**src/design/cswd_pkg.sv**
```systemverilog
// Shared constants, codes and the result record for the camera stream deframer.
// No dependencies; imported by every module of the block.
`timescale 1ns / 1ps
`default_nettype none
package cswd_pkg;

    localparam int unsigned MAX_DIM      = 4096;
    localparam int unsigned HEADER_BYTES = 16;
    localparam int unsigned DIM_W        = 13;
    localparam int unsigned POS_W        = 12;
    localparam int unsigned CFG_IDX_W    = 2;
    localparam int unsigned QUEUE_DEPTH  = 4;
    localparam int unsigned QPTR_W       = $clog2(QUEUE_DEPTH);

    localparam logic [CFG_IDX_W-1:0] CFG_FRAME_WIDTH  = 2'd0;
    localparam logic [CFG_IDX_W-1:0] CFG_FRAME_HEIGHT = 2'd1;
    localparam logic [CFG_IDX_W-1:0] CFG_ROW_MODE     = 2'd2;

    localparam logic [7:0] HDR_FIRST_0 = 8'h33;
    localparam logic [7:0] HDR_FIRST_1 = 8'hcc;
    localparam logic [7:0] HDR_LAST_0  = 8'h22;
    localparam logic [7:0] HDR_LAST_1  = 8'hdd;
    localparam logic [7:0] ROW_SYNC_0  = 8'h55;
    localparam logic [7:0] ROW_SYNC_1  = 8'haa;

    localparam logic [DIM_W-1:0] RESET_WIDTH  = 13'd640;
    localparam logic [DIM_W-1:0] RESET_HEIGHT = 13'd480;

    typedef struct packed {
        logic [7:0]       pixel;
        logic [POS_W-1:0] row;
        logic [POS_W-1:0] column;
        logic             frame_end;
        logic             row_error;
    } t_res;

    // clamp a dimension to 1..MAX_DIM and return it minus one
    function automatic logic [POS_W-1:0] dim_minus_one(input logic [DIM_W-1:0] v);
        logic [DIM_W-1:0] t;
        if (v == '0) begin
            t = DIM_W'(1);
        end else if (v > DIM_W'(MAX_DIM)) begin
            t = DIM_W'(MAX_DIM);
        end else begin
            t = v;
        end
        t = t - DIM_W'(1);
        return t[POS_W-1:0];
    endfunction

endpackage
`default_nettype wire

```
**src/design/cswd_front.sv**
```systemverilog
// Front end: configuration registers, sync search and counters; emits result records.
// Depends on cswd_pkg.
`timescale 1ns / 1ps
`default_nettype none
module cswd_front
    import cswd_pkg::*;
(
    input  wire logic                 i_clk,
    input  wire logic                 i_rst_n,
    input  wire logic                 i_in_valid,
    output logic                      o_in_stall,
    input  wire logic [7:0]           i_data_byte,
    input  wire logic                 i_cfg_valid,
    output logic                      o_cfg_ready,
    input  wire logic [CFG_IDX_W-1:0] i_cfg_index,
    input  wire logic [DIM_W-1:0]     i_cfg_data,
    input  wire logic                 i_full,
    output logic                      o_push,
    output t_res                      o_push_res
);

    localparam logic [2:0] PH_HUNT       = 3'd0;
    localparam logic [2:0] PH_FRAME_DATA = 3'd1;
    localparam logic [2:0] PH_ROW_HI     = 3'd2;
    localparam logic [2:0] PH_ROW_LO     = 3'd3;
    localparam logic [2:0] PH_ROW_DATA   = 3'd4;

    logic [POS_W-1:0] r_wm1, n_wm1;
    logic [POS_W-1:0] r_hm1, n_hm1;
    logic             r_mode, n_mode;
    logic [2:0]       r_phase, n_phase;
    logic             r_seen, n_seen;
    logic [7:0]       r_row_hi, n_row_hi;
    logic [POS_W-1:0] r_row_num, n_row_num;
    logic [POS_W-1:0] r_col, n_col;
    logic [POS_W-1:0] r_row_cnt, n_row_cnt;
    logic [7:0]       r_win [HEADER_BYTES];
    logic             win_shift, win_clear, restart, accept, hdr_hit;
    logic [15:0]      rx_num;
    logic             fe_frame, last_row;

    assign o_cfg_ready = 1'b1;
    assign o_in_stall  = i_full;
    assign accept      = i_in_valid && !i_full;
    assign restart     = i_cfg_valid && (i_cfg_index == CFG_FRAME_WIDTH
                         || i_cfg_index == CFG_FRAME_HEIGHT || i_cfg_index == CFG_ROW_MODE);
    assign hdr_hit     = r_win[1] == HDR_FIRST_0 && r_win[2] == HDR_FIRST_1
                         && r_win[HEADER_BYTES-1] == HDR_LAST_0 && i_data_byte == HDR_LAST_1;
    assign rx_num      = {r_row_hi, i_data_byte};
    assign fe_frame    = r_row_cnt == r_hm1 && r_col == r_wm1;
    assign last_row    = r_col >= r_wm1;

    always_comb begin
        n_wm1      = r_wm1;
        n_hm1      = r_hm1;
        n_mode     = r_mode;
        n_phase    = r_phase;
        n_seen     = r_seen;
        n_row_hi   = r_row_hi;
        n_row_num  = r_row_num;
        n_col      = r_col;
        n_row_cnt  = r_row_cnt;
        win_shift  = 1'b0;
        win_clear  = 1'b0;
        o_push     = 1'b0;
        o_push_res = '0;
        if (restart) begin
            unique case (i_cfg_index)
                CFG_FRAME_WIDTH:  n_wm1  = dim_minus_one(i_cfg_data);
                CFG_FRAME_HEIGHT: n_hm1  = dim_minus_one(i_cfg_data);
                default:          n_mode = i_cfg_data[0];
            endcase
            n_phase   = PH_HUNT;
            n_seen    = 1'b0;
            n_row_num = '0;
            n_col     = '0;
            n_row_cnt = '0;
            win_clear = 1'b1;
        end else if (accept) begin
            unique case (r_phase)
                PH_FRAME_DATA: begin
                    o_push     = 1'b1;
                    o_push_res = '{pixel: i_data_byte, row: r_row_cnt, column: r_col,
                                   frame_end: fe_frame, row_error: 1'b0};
                    if (fe_frame) begin
                        n_phase   = PH_HUNT;
                        n_col     = '0;
                        n_row_cnt = '0;
                    end else if (r_col == r_wm1) begin
                        n_col     = '0;
                        n_row_cnt = r_row_cnt + POS_W'(1);
                    end else begin
                        n_col = r_col + POS_W'(1);
                    end
                end
                PH_ROW_HI: begin
                    n_row_hi = i_data_byte;
                    n_phase  = PH_ROW_LO;
                end
                PH_ROW_LO: begin
                    if (rx_num > {4'd0, r_hm1}) begin
                        o_push     = 1'b1;
                        o_push_res = '{pixel: 8'd0, row: rx_num[POS_W-1:0], column: '0,
                                       frame_end: 1'b0, row_error: 1'b1};
                        n_phase    = PH_HUNT;
                    end else begin
                        n_row_num = rx_num[POS_W-1:0];
                        n_col     = '0;
                        n_phase   = PH_ROW_DATA;
                    end
                end
                PH_ROW_DATA: begin
                    o_push     = 1'b1;
                    o_push_res = '{pixel: i_data_byte, row: r_row_num, column: r_col,
                                   frame_end: last_row && r_row_num >= r_hm1,
                                   row_error: 1'b0};
                    if (last_row) begin
                        n_col   = '0;
                        n_phase = PH_HUNT;
                    end else begin
                        n_col = r_col + POS_W'(1);
                    end
                end
                default: begin
                    n_phase = PH_HUNT;
                    if (r_mode) begin
                        if (!r_seen) begin
                            n_seen = i_data_byte == ROW_SYNC_0;
                        end else begin
                            n_seen = 1'b0;
                            if (i_data_byte == ROW_SYNC_1) begin
                                n_phase = PH_ROW_HI;
                            end
                        end
                    end else if (hdr_hit) begin
                        win_clear = 1'b1;
                        n_col     = '0;
                        n_row_cnt = '0;
                        n_phase   = PH_FRAME_DATA;
                    end else begin
                        win_shift = 1'b1;
                    end
                end
            endcase
        end
    end

    always_ff @(posedge i_clk) begin
        if (!i_rst_n) begin
            r_wm1     <= dim_minus_one(RESET_WIDTH);
            r_hm1     <= dim_minus_one(RESET_HEIGHT);
            r_mode    <= 1'b0;
            r_phase   <= PH_HUNT;
            r_seen    <= 1'b0;
            r_row_num <= '0;
            r_col     <= '0;
            r_row_cnt <= '0;
        end else begin
            r_wm1     <= n_wm1;
            r_hm1     <= n_hm1;
            r_mode    <= n_mode;
            r_phase   <= n_phase;
            r_seen    <= n_seen;
            r_row_num <= n_row_num;
            r_col     <= n_col;
            r_row_cnt <= n_row_cnt;
        end
    end

    always_ff @(posedge i_clk) begin
        r_row_hi <= n_row_hi;
    end

    always_ff @(posedge i_clk) begin
        if (!i_rst_n || win_clear) begin
            for (int i = 0; i < HEADER_BYTES; i++) begin
                r_win[i] <= '0;
            end
        end else if (win_shift) begin
            for (int i = 0; i < HEADER_BYTES - 1; i++) begin
                r_win[i] <= r_win[i+1];
            end
            r_win[HEADER_BYTES-1] <= i_data_byte;
        end
    end

endmodule
`default_nettype wire

```
**src/design/cswd_queue.sv**
```systemverilog
// Short result queue between the front end and the output stage.
// Depends on cswd_pkg.
`timescale 1ns / 1ps
`default_nettype none
module cswd_queue
    import cswd_pkg::*;
(
    input  wire logic i_clk,
    input  wire logic i_rst_n,
    input  wire logic i_push,
    input  wire t_res i_push_res,
    input  wire logic i_pop,
    output t_res      o_pop_res,
    output logic      o_full,
    output logic      o_empty
);

    t_res              r_mem [QUEUE_DEPTH];
    logic [QPTR_W-1:0] r_wptr, r_rptr;
    logic [QPTR_W:0]   r_count;

    assign o_full    = r_count == (QPTR_W+1)'(QUEUE_DEPTH);
    assign o_empty   = r_count == '0;
    assign o_pop_res = r_mem[r_rptr];

    always_ff @(posedge i_clk) begin
        if (!i_rst_n) begin
            r_wptr  <= '0;
            r_rptr  <= '0;
            r_count <= '0;
        end else begin
            if (i_push) begin
                r_wptr <= r_wptr + QPTR_W'(1);
            end
            if (i_pop) begin
                r_rptr <= r_rptr + QPTR_W'(1);
            end
            if (i_push && !i_pop) begin
                r_count <= r_count + (QPTR_W+1)'(1);
            end else if (i_pop && !i_push) begin
                r_count <= r_count - (QPTR_W+1)'(1);
            end
        end
    end

    always_ff @(posedge i_clk) begin
        if (i_push) begin
            r_mem[r_wptr] <= i_push_res;
        end
    end

endmodule
`default_nettype wire

```
**src/design/cswd_back.sv**
```systemverilog
// Output stage: pops result records and holds them on the output channel.
// Depends on cswd_pkg.
`timescale 1ns / 1ps
`default_nettype none
module cswd_back
    import cswd_pkg::*;
(
    input  wire logic i_clk,
    input  wire logic i_rst_n,
    input  wire logic i_empty,
    input  wire t_res i_res,
    output logic      o_pop,
    output logic      o_out_valid,
    input  wire logic i_out_stall,
    output t_res      o_res
);

    logic r_valid;
    t_res r_res;

    assign o_pop       = !i_empty && (!r_valid || !i_out_stall);
    assign o_out_valid = r_valid;
    assign o_res       = r_res;

    always_ff @(posedge i_clk) begin
        if (!i_rst_n) begin
            r_valid <= 1'b0;
        end else if (!r_valid || !i_out_stall) begin
            r_valid <= !i_empty;
        end
    end

    always_ff @(posedge i_clk) begin
        if (o_pop) begin
            r_res <= i_res;
        end
    end

endmodule
`default_nettype wire

```
**src/design/camera_stream_frame_deframer.sv**
```systemverilog
// Top level of the camera stream deframer: front end, result queue and output stage.
// Depends on cswd_pkg, cswd_front, cswd_queue and cswd_back.
//
// Takes one camera byte per cycle while the result queue is not full, and
// gives at most one pixel or row-error item per byte. The front end writes
// each result into the four-entry queue, from which the output stage pops it
// into its output register. Input stall rises only when the queue
// is full, so the input side runs freely while the output side takes an item
// every cycle. Configuration writes are always ready; a write to a known
// register abandons the frame or row in progress and restarts the search.
`timescale 1ns / 1ps
`default_nettype none
module camera_stream_frame_deframer
    import cswd_pkg::*;
(
    input  wire logic                 i_clk,
    input  wire logic                 i_rst_n,
    input  wire logic                 i_in_valid,
    output logic                      o_in_stall,
    input  wire logic [7:0]           i_data_byte,
    input  wire logic                 i_cfg_valid,
    output logic                      o_cfg_ready,
    input  wire logic [CFG_IDX_W-1:0] i_cfg_index,
    input  wire logic [DIM_W-1:0]     i_cfg_data,
    output logic                      o_out_valid,
    input  wire logic                 i_out_stall,
    output logic [7:0]                o_pixel,
    output logic [POS_W-1:0]          o_row,
    output logic [POS_W-1:0]          o_column,
    output logic                      o_frame_end,
    output logic                      o_row_error
);

    logic push, pop, full, empty;
    t_res push_res, pop_res, out_res;

    cswd_front u_front (
        .i_clk       (i_clk),
        .i_rst_n     (i_rst_n),
        .i_in_valid  (i_in_valid),
        .o_in_stall  (o_in_stall),
        .i_data_byte (i_data_byte),
        .i_cfg_valid (i_cfg_valid),
        .o_cfg_ready (o_cfg_ready),
        .i_cfg_index (i_cfg_index),
        .i_cfg_data  (i_cfg_data),
        .i_full      (full),
        .o_push      (push),
        .o_push_res  (push_res)
    );

    cswd_queue u_queue (
        .i_clk      (i_clk),
        .i_rst_n    (i_rst_n),
        .i_push     (push),
        .i_push_res (push_res),
        .i_pop      (pop),
        .o_pop_res  (pop_res),
        .o_full     (full),
        .o_empty    (empty)
    );

    cswd_back u_back (
        .i_clk       (i_clk),
        .i_rst_n     (i_rst_n),
        .i_empty     (empty),
        .i_res       (pop_res),
        .o_pop       (pop),
        .o_out_valid (o_out_valid),
        .i_out_stall (i_out_stall),
        .o_res       (out_res)
    );

    assign o_pixel     = out_res.pixel;
    assign o_row       = out_res.row;
    assign o_column    = out_res.column;
    assign o_frame_end = out_res.frame_end;
    assign o_row_error = out_res.row_error;

endmodule
`default_nettype wire
```
**config.mk**
```make
export PLATFORM = sky130hd
export DESIGN_NAME = camera_stream_frame_deframer
export DESIGN_NICKNAME = d
export VERILOG_FILES = /design/src/design/cswd_pkg.sv /design/src/design/cswd_front.sv /design/src/design/cswd_queue.sv /design/src/design/cswd_back.sv /design/src/design/camera_stream_frame_deframer.sv
export SDC_FILE = /design/constraint.sdc
export NUM_CORES = 1
export LEC_CHECK = 0
export BUFFER_PORTS_ARGS = -buffer_cell sky130_fd_sc_hd__buf_2
export CORE_MARGIN = 2
export CORE_UTILIZATION = 45
export CTS_CLUSTER_DIAMETER = 120
export CTS_CLUSTER_SIZE = 30
export DETAILED_ROUTE_END_ITERATION = 12
export GPL_TIMING_DRIVEN = 0
export PLACE_DENSITY = 0.67
export SLEW_MARGIN = 20
export SYNTH_ARGS = -nofsm -noshare
export SYNTH_HDL_FRONTEND = slang
export SYNTH_SLANG_ARGS = --single-unit
```
**constraint.sdc**
```tcl
create_clock -name i_clk -period 12.14 [get_ports i_clk]
set_input_delay 1.821 -clock i_clk [delete_from_list [all_inputs] [get_ports i_clk]]
set_output_delay 1.821 -clock i_clk [all_outputs]
set_load 0.02 [all_outputs]
```
# ---- Yosys cells after proc, flatten, opt, wreduce, memory -nomap -nowiden
# Memory sizes are Yosys's and may differ from the RTL's. A register that Yosys moved wholly into a read port is not among the register bits.
# Index checks and enable logic that the tools add are counted.
dict set report totals {
  reg_bits 81
  word_cells 180
  input_bits 28
  n_memories 2
  ramBits 264
}
# memory words width read_ports rd_clocked_by_memory_dff write_ports line
set memory_table {}
lappend memory_table {u_queue.r_mem 4 34 1 1 1 cswd_queue.sv:18} ;# t_res r_mem [QUEUE_DEPTH];
lappend memory_table {u_front.r_win 16 8 15 0 16 cswd_front.sv:37} ;# logic [7:0] r_win [HEADER_BYTES];
dict set report op_classes {
  magnitude_cmp 4
  reduce_logical 41
  addsub 8
  n_mux 68
  bitwise_logic 23
  eq_ne 21
}
# operator n
set ops {}
lappend ops {{$mux 12} 14}
lappend ops {{$mux 8} 16}
lappend ops {{$pmux 34 s3} 1}
lappend ops {{$mux 34} 2}
lappend ops {{$pmux 12 s4} 1}
lappend ops {{$mux 26} 1}
lappend ops {{$add 12x1->12 const B} 2}
lappend ops {{$eq 12x12->1} 2}
lappend ops {{$eq 8x8->1 const B} 3}
lappend ops {{$ge 12x12->1} 2}
lappend ops {{$pmux 12 s2} 1}
lappend ops {{$sub 12x1->12 const B} 2}
lappend ops {{$mux 1} 22}
lappend ops {{$mux 3} 7}
lappend ops {{$eq 8x6->1 const B} 2}
lappend ops {{$gt 16x12->1} 1}
lappend ops {{$or 1x1->1} 16}
lappend ops {{$gt 13x13->1 const B} 1}
lappend ops {{$logic_not 13->1} 1}
lappend ops {{$pmux 3 s4} 1}
lappend ops {{$reduce_and 3->1} 4}
lappend ops {{$logic_and 1x1->1} 10}
lappend ops {{$reduce_and 5->1} 2}
lappend ops {{$eq 8x7->1 const B} 1}
lappend ops {{other kinds (25)} 50}

# ---- Depth between registers and ports, before layout
# An unclocked memory read counts as a cell.
dict set report depth {
  word_depth 14
  depth_mapped 13
  ltp_nobuf 13
}

# ---- By module
# A second synthesis with hierarchy kept.
dict set report unflattened {
  hier_cells 1113
  area_unflattened_um2 15885.2
}
# mod seq_area_each_um2 cells_each area_each_um2 instances
set by_module_without_submodules {}
lappend by_module_without_submodules {cswd_front 5144.9 854 9424.0 1}
lappend by_module_without_submodules {cswd_queue 4264.1 221 5400.2 1}
lappend by_module_without_submodules {cswd_back 1041.0 38 1061.0 1}

# ---- Least setup slack after synthesis
# No wires, ideal clock.
dict set report synth_timing {
  kind {input -> register}
  start {input port i_data_byte[1]}
  end {memory u_front.r_win[10][0], enable pin}
  arrival_ps 5604
  t_required_ps 11657
  setup_ps 483
  path_buffers 1
  stages 7
  slack_ps 6053
  cell_sequence {nand4b_1 -> nor3b_1 -> nand2_2 -> nor3_1 -> a21oi_1 -> clkbuf_1 -> nand2_1}
}
# item line
set synth_rtl {}
lappend synth_rtl {{start, declared} camera_stream_frame_deframer.sv:20} ;# input wire logic [7:0] i_data_byte,
lappend synth_rtl {{end, declared} cswd_front.sv:37}

# ---- Worst setup path in the final report
dict set report layout_timing {
  start {input port i_data_byte[3]}
  end {register u_queue.r_count[2]}
}
dict set report layout_between {
  elab_chain_cells 8
}
# item line
set layout_rtl {}
lappend layout_rtl {{$gt 16x12->1 *} cswd_front.sv:101} ;# if (rx_num > {4'd0, r_hm1}) begin
lappend layout_rtl {{$mux 1 *} cswd_front.sv:101}
lappend layout_rtl {{$pmux 1 s2 *} cswd_front.sv:80} ;# unique case (r_phase)
lappend layout_rtl {{$mux 1 *} cswd_front.sv:79} ;# end else if (accept) begin
lappend layout_rtl {{$mux 1 *} cswd_front.sv:67} ;# if (restart) begin
lappend layout_rtl {{net push} camera_stream_frame_deframer.sv:34} ;# logic push, pop, full, empty;
lappend layout_rtl {{$logic_not 1->1} cswd_queue.sv:40} ;# end else if (i_pop && !i_push) begin
lappend layout_rtl {{$logic_and 1x1->1} cswd_queue.sv:40}
lappend layout_rtl {{$reduce_bool 2->1 (no line)} -}
lappend layout_rtl {{end signal, assigned} cswd_queue.sv:39} ;# r_count <= r_count + (QPTR_W+1)'(1);
lappend layout_rtl {{end signal, assigned} cswd_queue.sv:41} ;# r_count <= r_count - (QPTR_W+1)'(1);
lappend layout_rtl {{end, declared} cswd_queue.sv:20} ;# logic [QPTR_W:0] r_count;
# The timed path passes the listed nets; every way through them passes the cells marked *.
# A chain may end at the register's enable or synchronous reset.

==> run_results.csv <==
group,metric,value,unit
sta,max_freq,208,MHz
final_layout,final.fill_count,3020,
cts,post-cts-setup-buffer-count,0,
sta,clock_skew,0.0210,ns
sta,rsz0062_at_grt,"no",
sta,timing.final.crit_share,39.7,%
synth,yosysMostFrequentCell,"edfxtp_1",
cts,clockRootBuffer,"clkbuf_16",
final_layout,antenna_cells,0,
grt,grt_pass1_vias,8771,
synth,synth_edf_count,298,
synth,yosysWarningCount,0,
synth,yosysSeqAreaShare,66.0,%
worst_setup_path,start_kind,"input pin",
synth,synth_common_cells,"298 x edfxtp_1, 146 x and2_1, 80 x nor2_1",
floorplan,die_y,191,um
grt,grt_max_degree,53,
cts,post_cts_resized,0,
sta,layout_min_cycle_time,4.81,ns
route,num_vias,9140,
sta,report.final.setup_viol,0,
worst_setup_path,cp-end-kind,"register",
cts,clkLatencyLatePin,0.52,ns
final_layout,drive_above_1_share,12.0,%
worst_setup_path,arrival,5.27,ns
floorplan,dieWidth,191,um
synth,synth-seq-cells,371,
worst_setup_path,required,12.59,ns
pwr,vdd_drop_max,0.116,mV
pwr,p_per_area,144,nW/um2
sta,tns,0,ns
synth,synth_area_per_cell,13.8,um2
cts,cts_buffers,16,
final_layout,final_area,17400,um2
worst_setup_path,crit_fanout,9,
run_status,status,"completed",
placed_design,dp_hpwl,22.1,mm
floorplan,pin_count,65,
sta,layout_setup_ws,7.33,ns
cts,cts_tree,"done",
floorplan,row_count,68,
floorplan,initial_utilization,45.7,%
grt,grt_pass1_wl,48.8,mm
grt,grt_use_total,17.2,%
placed_design,gp_congestion,0.861,
cts,clk_pin_slew,0.11,ns
worst_setup_path,worstSetupPathType,"input pin to register",
min_path,hold_start,"u_front.r_wm1[7]",
cts,htree_levels,1,
cts,numClockSinks,371,
synth,synth_nets,1214,
final_layout,finalNonFillerCells,1693,
sta,drv_slew,0,
sta,hold_viol,0,
synth,synth_area_leader_cell,"edfxtp_1",
sta,worst_pin_slew,1.03,ns
min_path,hp-class,"register to register",
synth,ys.flop_type,"edfxtp_1",
route,wl_per_cell,18.2,um
placed_design,io_buffers,62,
floorplan,core_area,34500,um2
worst_setup_path,reg2reg_from,"u_front.r_phase[2]",
route,first_iter_violations,706,
synth,syn-instance-count,1141,
sta,maxSlewHeadroom,30.8,%
worst_setup_path,worstSetupStartpoint,"i_data_byte[3]",
grt,grt_overflow,0,
synth,synth.top_cell.area_share,56.7,%
placed_design,post-place-cells,1665,
cts,ctsLongestPathBuffers,3,
synth,synth.cell_area,15800,um2
route,drcViolationCount,0,
placed_design,pre_cts_ws,6.80,ns
placed_design,placed_cell_area,16900,um2
synth,async_reset_ff_share,0,%
run,max-cap-violations,0,
route,totalWireLength,30.9,mm
route,drt_first_pass_iters,5,
route,vias_per_cell,5.40,
sta,hold_slack,0.476,ns
route,ant_nets,0,
grt,antenna_found_initial,1,
floorplan,die_area,36600,um2
pwr,finalPower,2.49,mW
cts,postCtsHoldBufs,0,
final_layout,nets,1301,
final_layout,synthToLayoutAreaGrowth,9.97,%
final_layout,postLayoutCoreUtil,50.2,%
synth,synthTopCellsByArea,"edfxtp_1 57%, dfxtp_1 9.3%, and2_1 5.8%",
synth,synth_cell_types,70,
pwr,p_leak,5.96,nW
layout by cell type (no fill, tap or decap), types with 34 or more instances in the layout:
| master | n |
|---|---|
| nor2_1 | 80 |
| buf_2 | 63 |
| ha_1 | 44 |
| inv_1 | 42 |
| clkbuf_1 | 56 |
| dfxtp_1 | 73 |
| mux4_2 | 34 |
| nand2_1 | 54 |
| edfxtp_1 | 298 |
| and2_1 | 142 |
metal layers:
layer | GRT usage (%) | part of all wire [%] | vias to the layer above
li1 | - | - | 4390
met1 | 25.6 | 47 | 4507
met2 | 27.7 | 47 | 209
met3 | 1.76 | 5.0 | 34
met4 | 3.40 | 1.6 | 0
met5 | 0 | 0 | -
power breakdown:
group          total [mW]  switching [mW]  internal, mW
Combinational       0.351           0.220         0.130
Clock               0.641           0.373         0.268
Sequential           1.50          0.0284          1.47
Total                2.49           0.622          1.87
path summary, 6_finish.rpt:
path | to | slack [ns] | cells after the start
max | u_queue.r_count[2] | 7.33 | 13
min | u_front.r_wm1[7] | 0.48 | 2
max reg2reg | u_queue.r_count[2] | 8.11 | 12
min reg2reg | u_front.r_wm1[7] | 0.48 | 2
worst max-delay path, cell delays in order:
cell and delay [ns]:
buf_2 0.20, ha_1 0.34, o21a_1 0.12, o31ai_1 0.07, a211o_1 0.29, a211oi_1 0.66
a21o_1 0.37, ha_1 0.24, inv_1 0.07, fa_1 0.43, xor2_1 0.18, or3_1 0.30
a21boi_0 0.16
cell families after synthesis:
kind of cell / synth area share (%)
simple gates: 14.2
flops: 66.0
compound gates: 6.13
buf+inv: 2.32
mux: 6.21
fa+ha+maj: 3.68
xor+xnor: 1.50
other cells: 0.0238
registers in the layout (all words and copies together), names as in the netlist:
register,flops
u_front.r_col,12
u_queue.r_count,3
u_queue.r_mem,136
u_back.o_res,34
u_front.r_row_hi,8
u_front.r_row_cnt,12
u_front.r_wm1,12
u_front.r_row_num,12
u_front.r_win,120
u_front.r_phase,3
u_front.r_mode,1
u_front.r_seen,1
u_front.r_hm1,12
u_back.o_out_valid,1
u_queue.r_rptr,2
u_queue.r_wptr,2
final cells by class:
type / instances / area [um2] / share of cell area, %
plain buffers: 52 / 208 / 1.20
clock buffers: 25 / 455 / 2.62
clock inverters: 3 / 25.0 / 0.144
inverters: 42 / 158 / 0.908
multi-input cells: 676 / 5040 / 29.0
flip-flops and latches: 371 / 10400 / 60.0
well taps: 455 / 569 / 3.28
repair buffers: 69 / 488 / 2.81
Note: power is estimated with default switching activity, not from simulation.
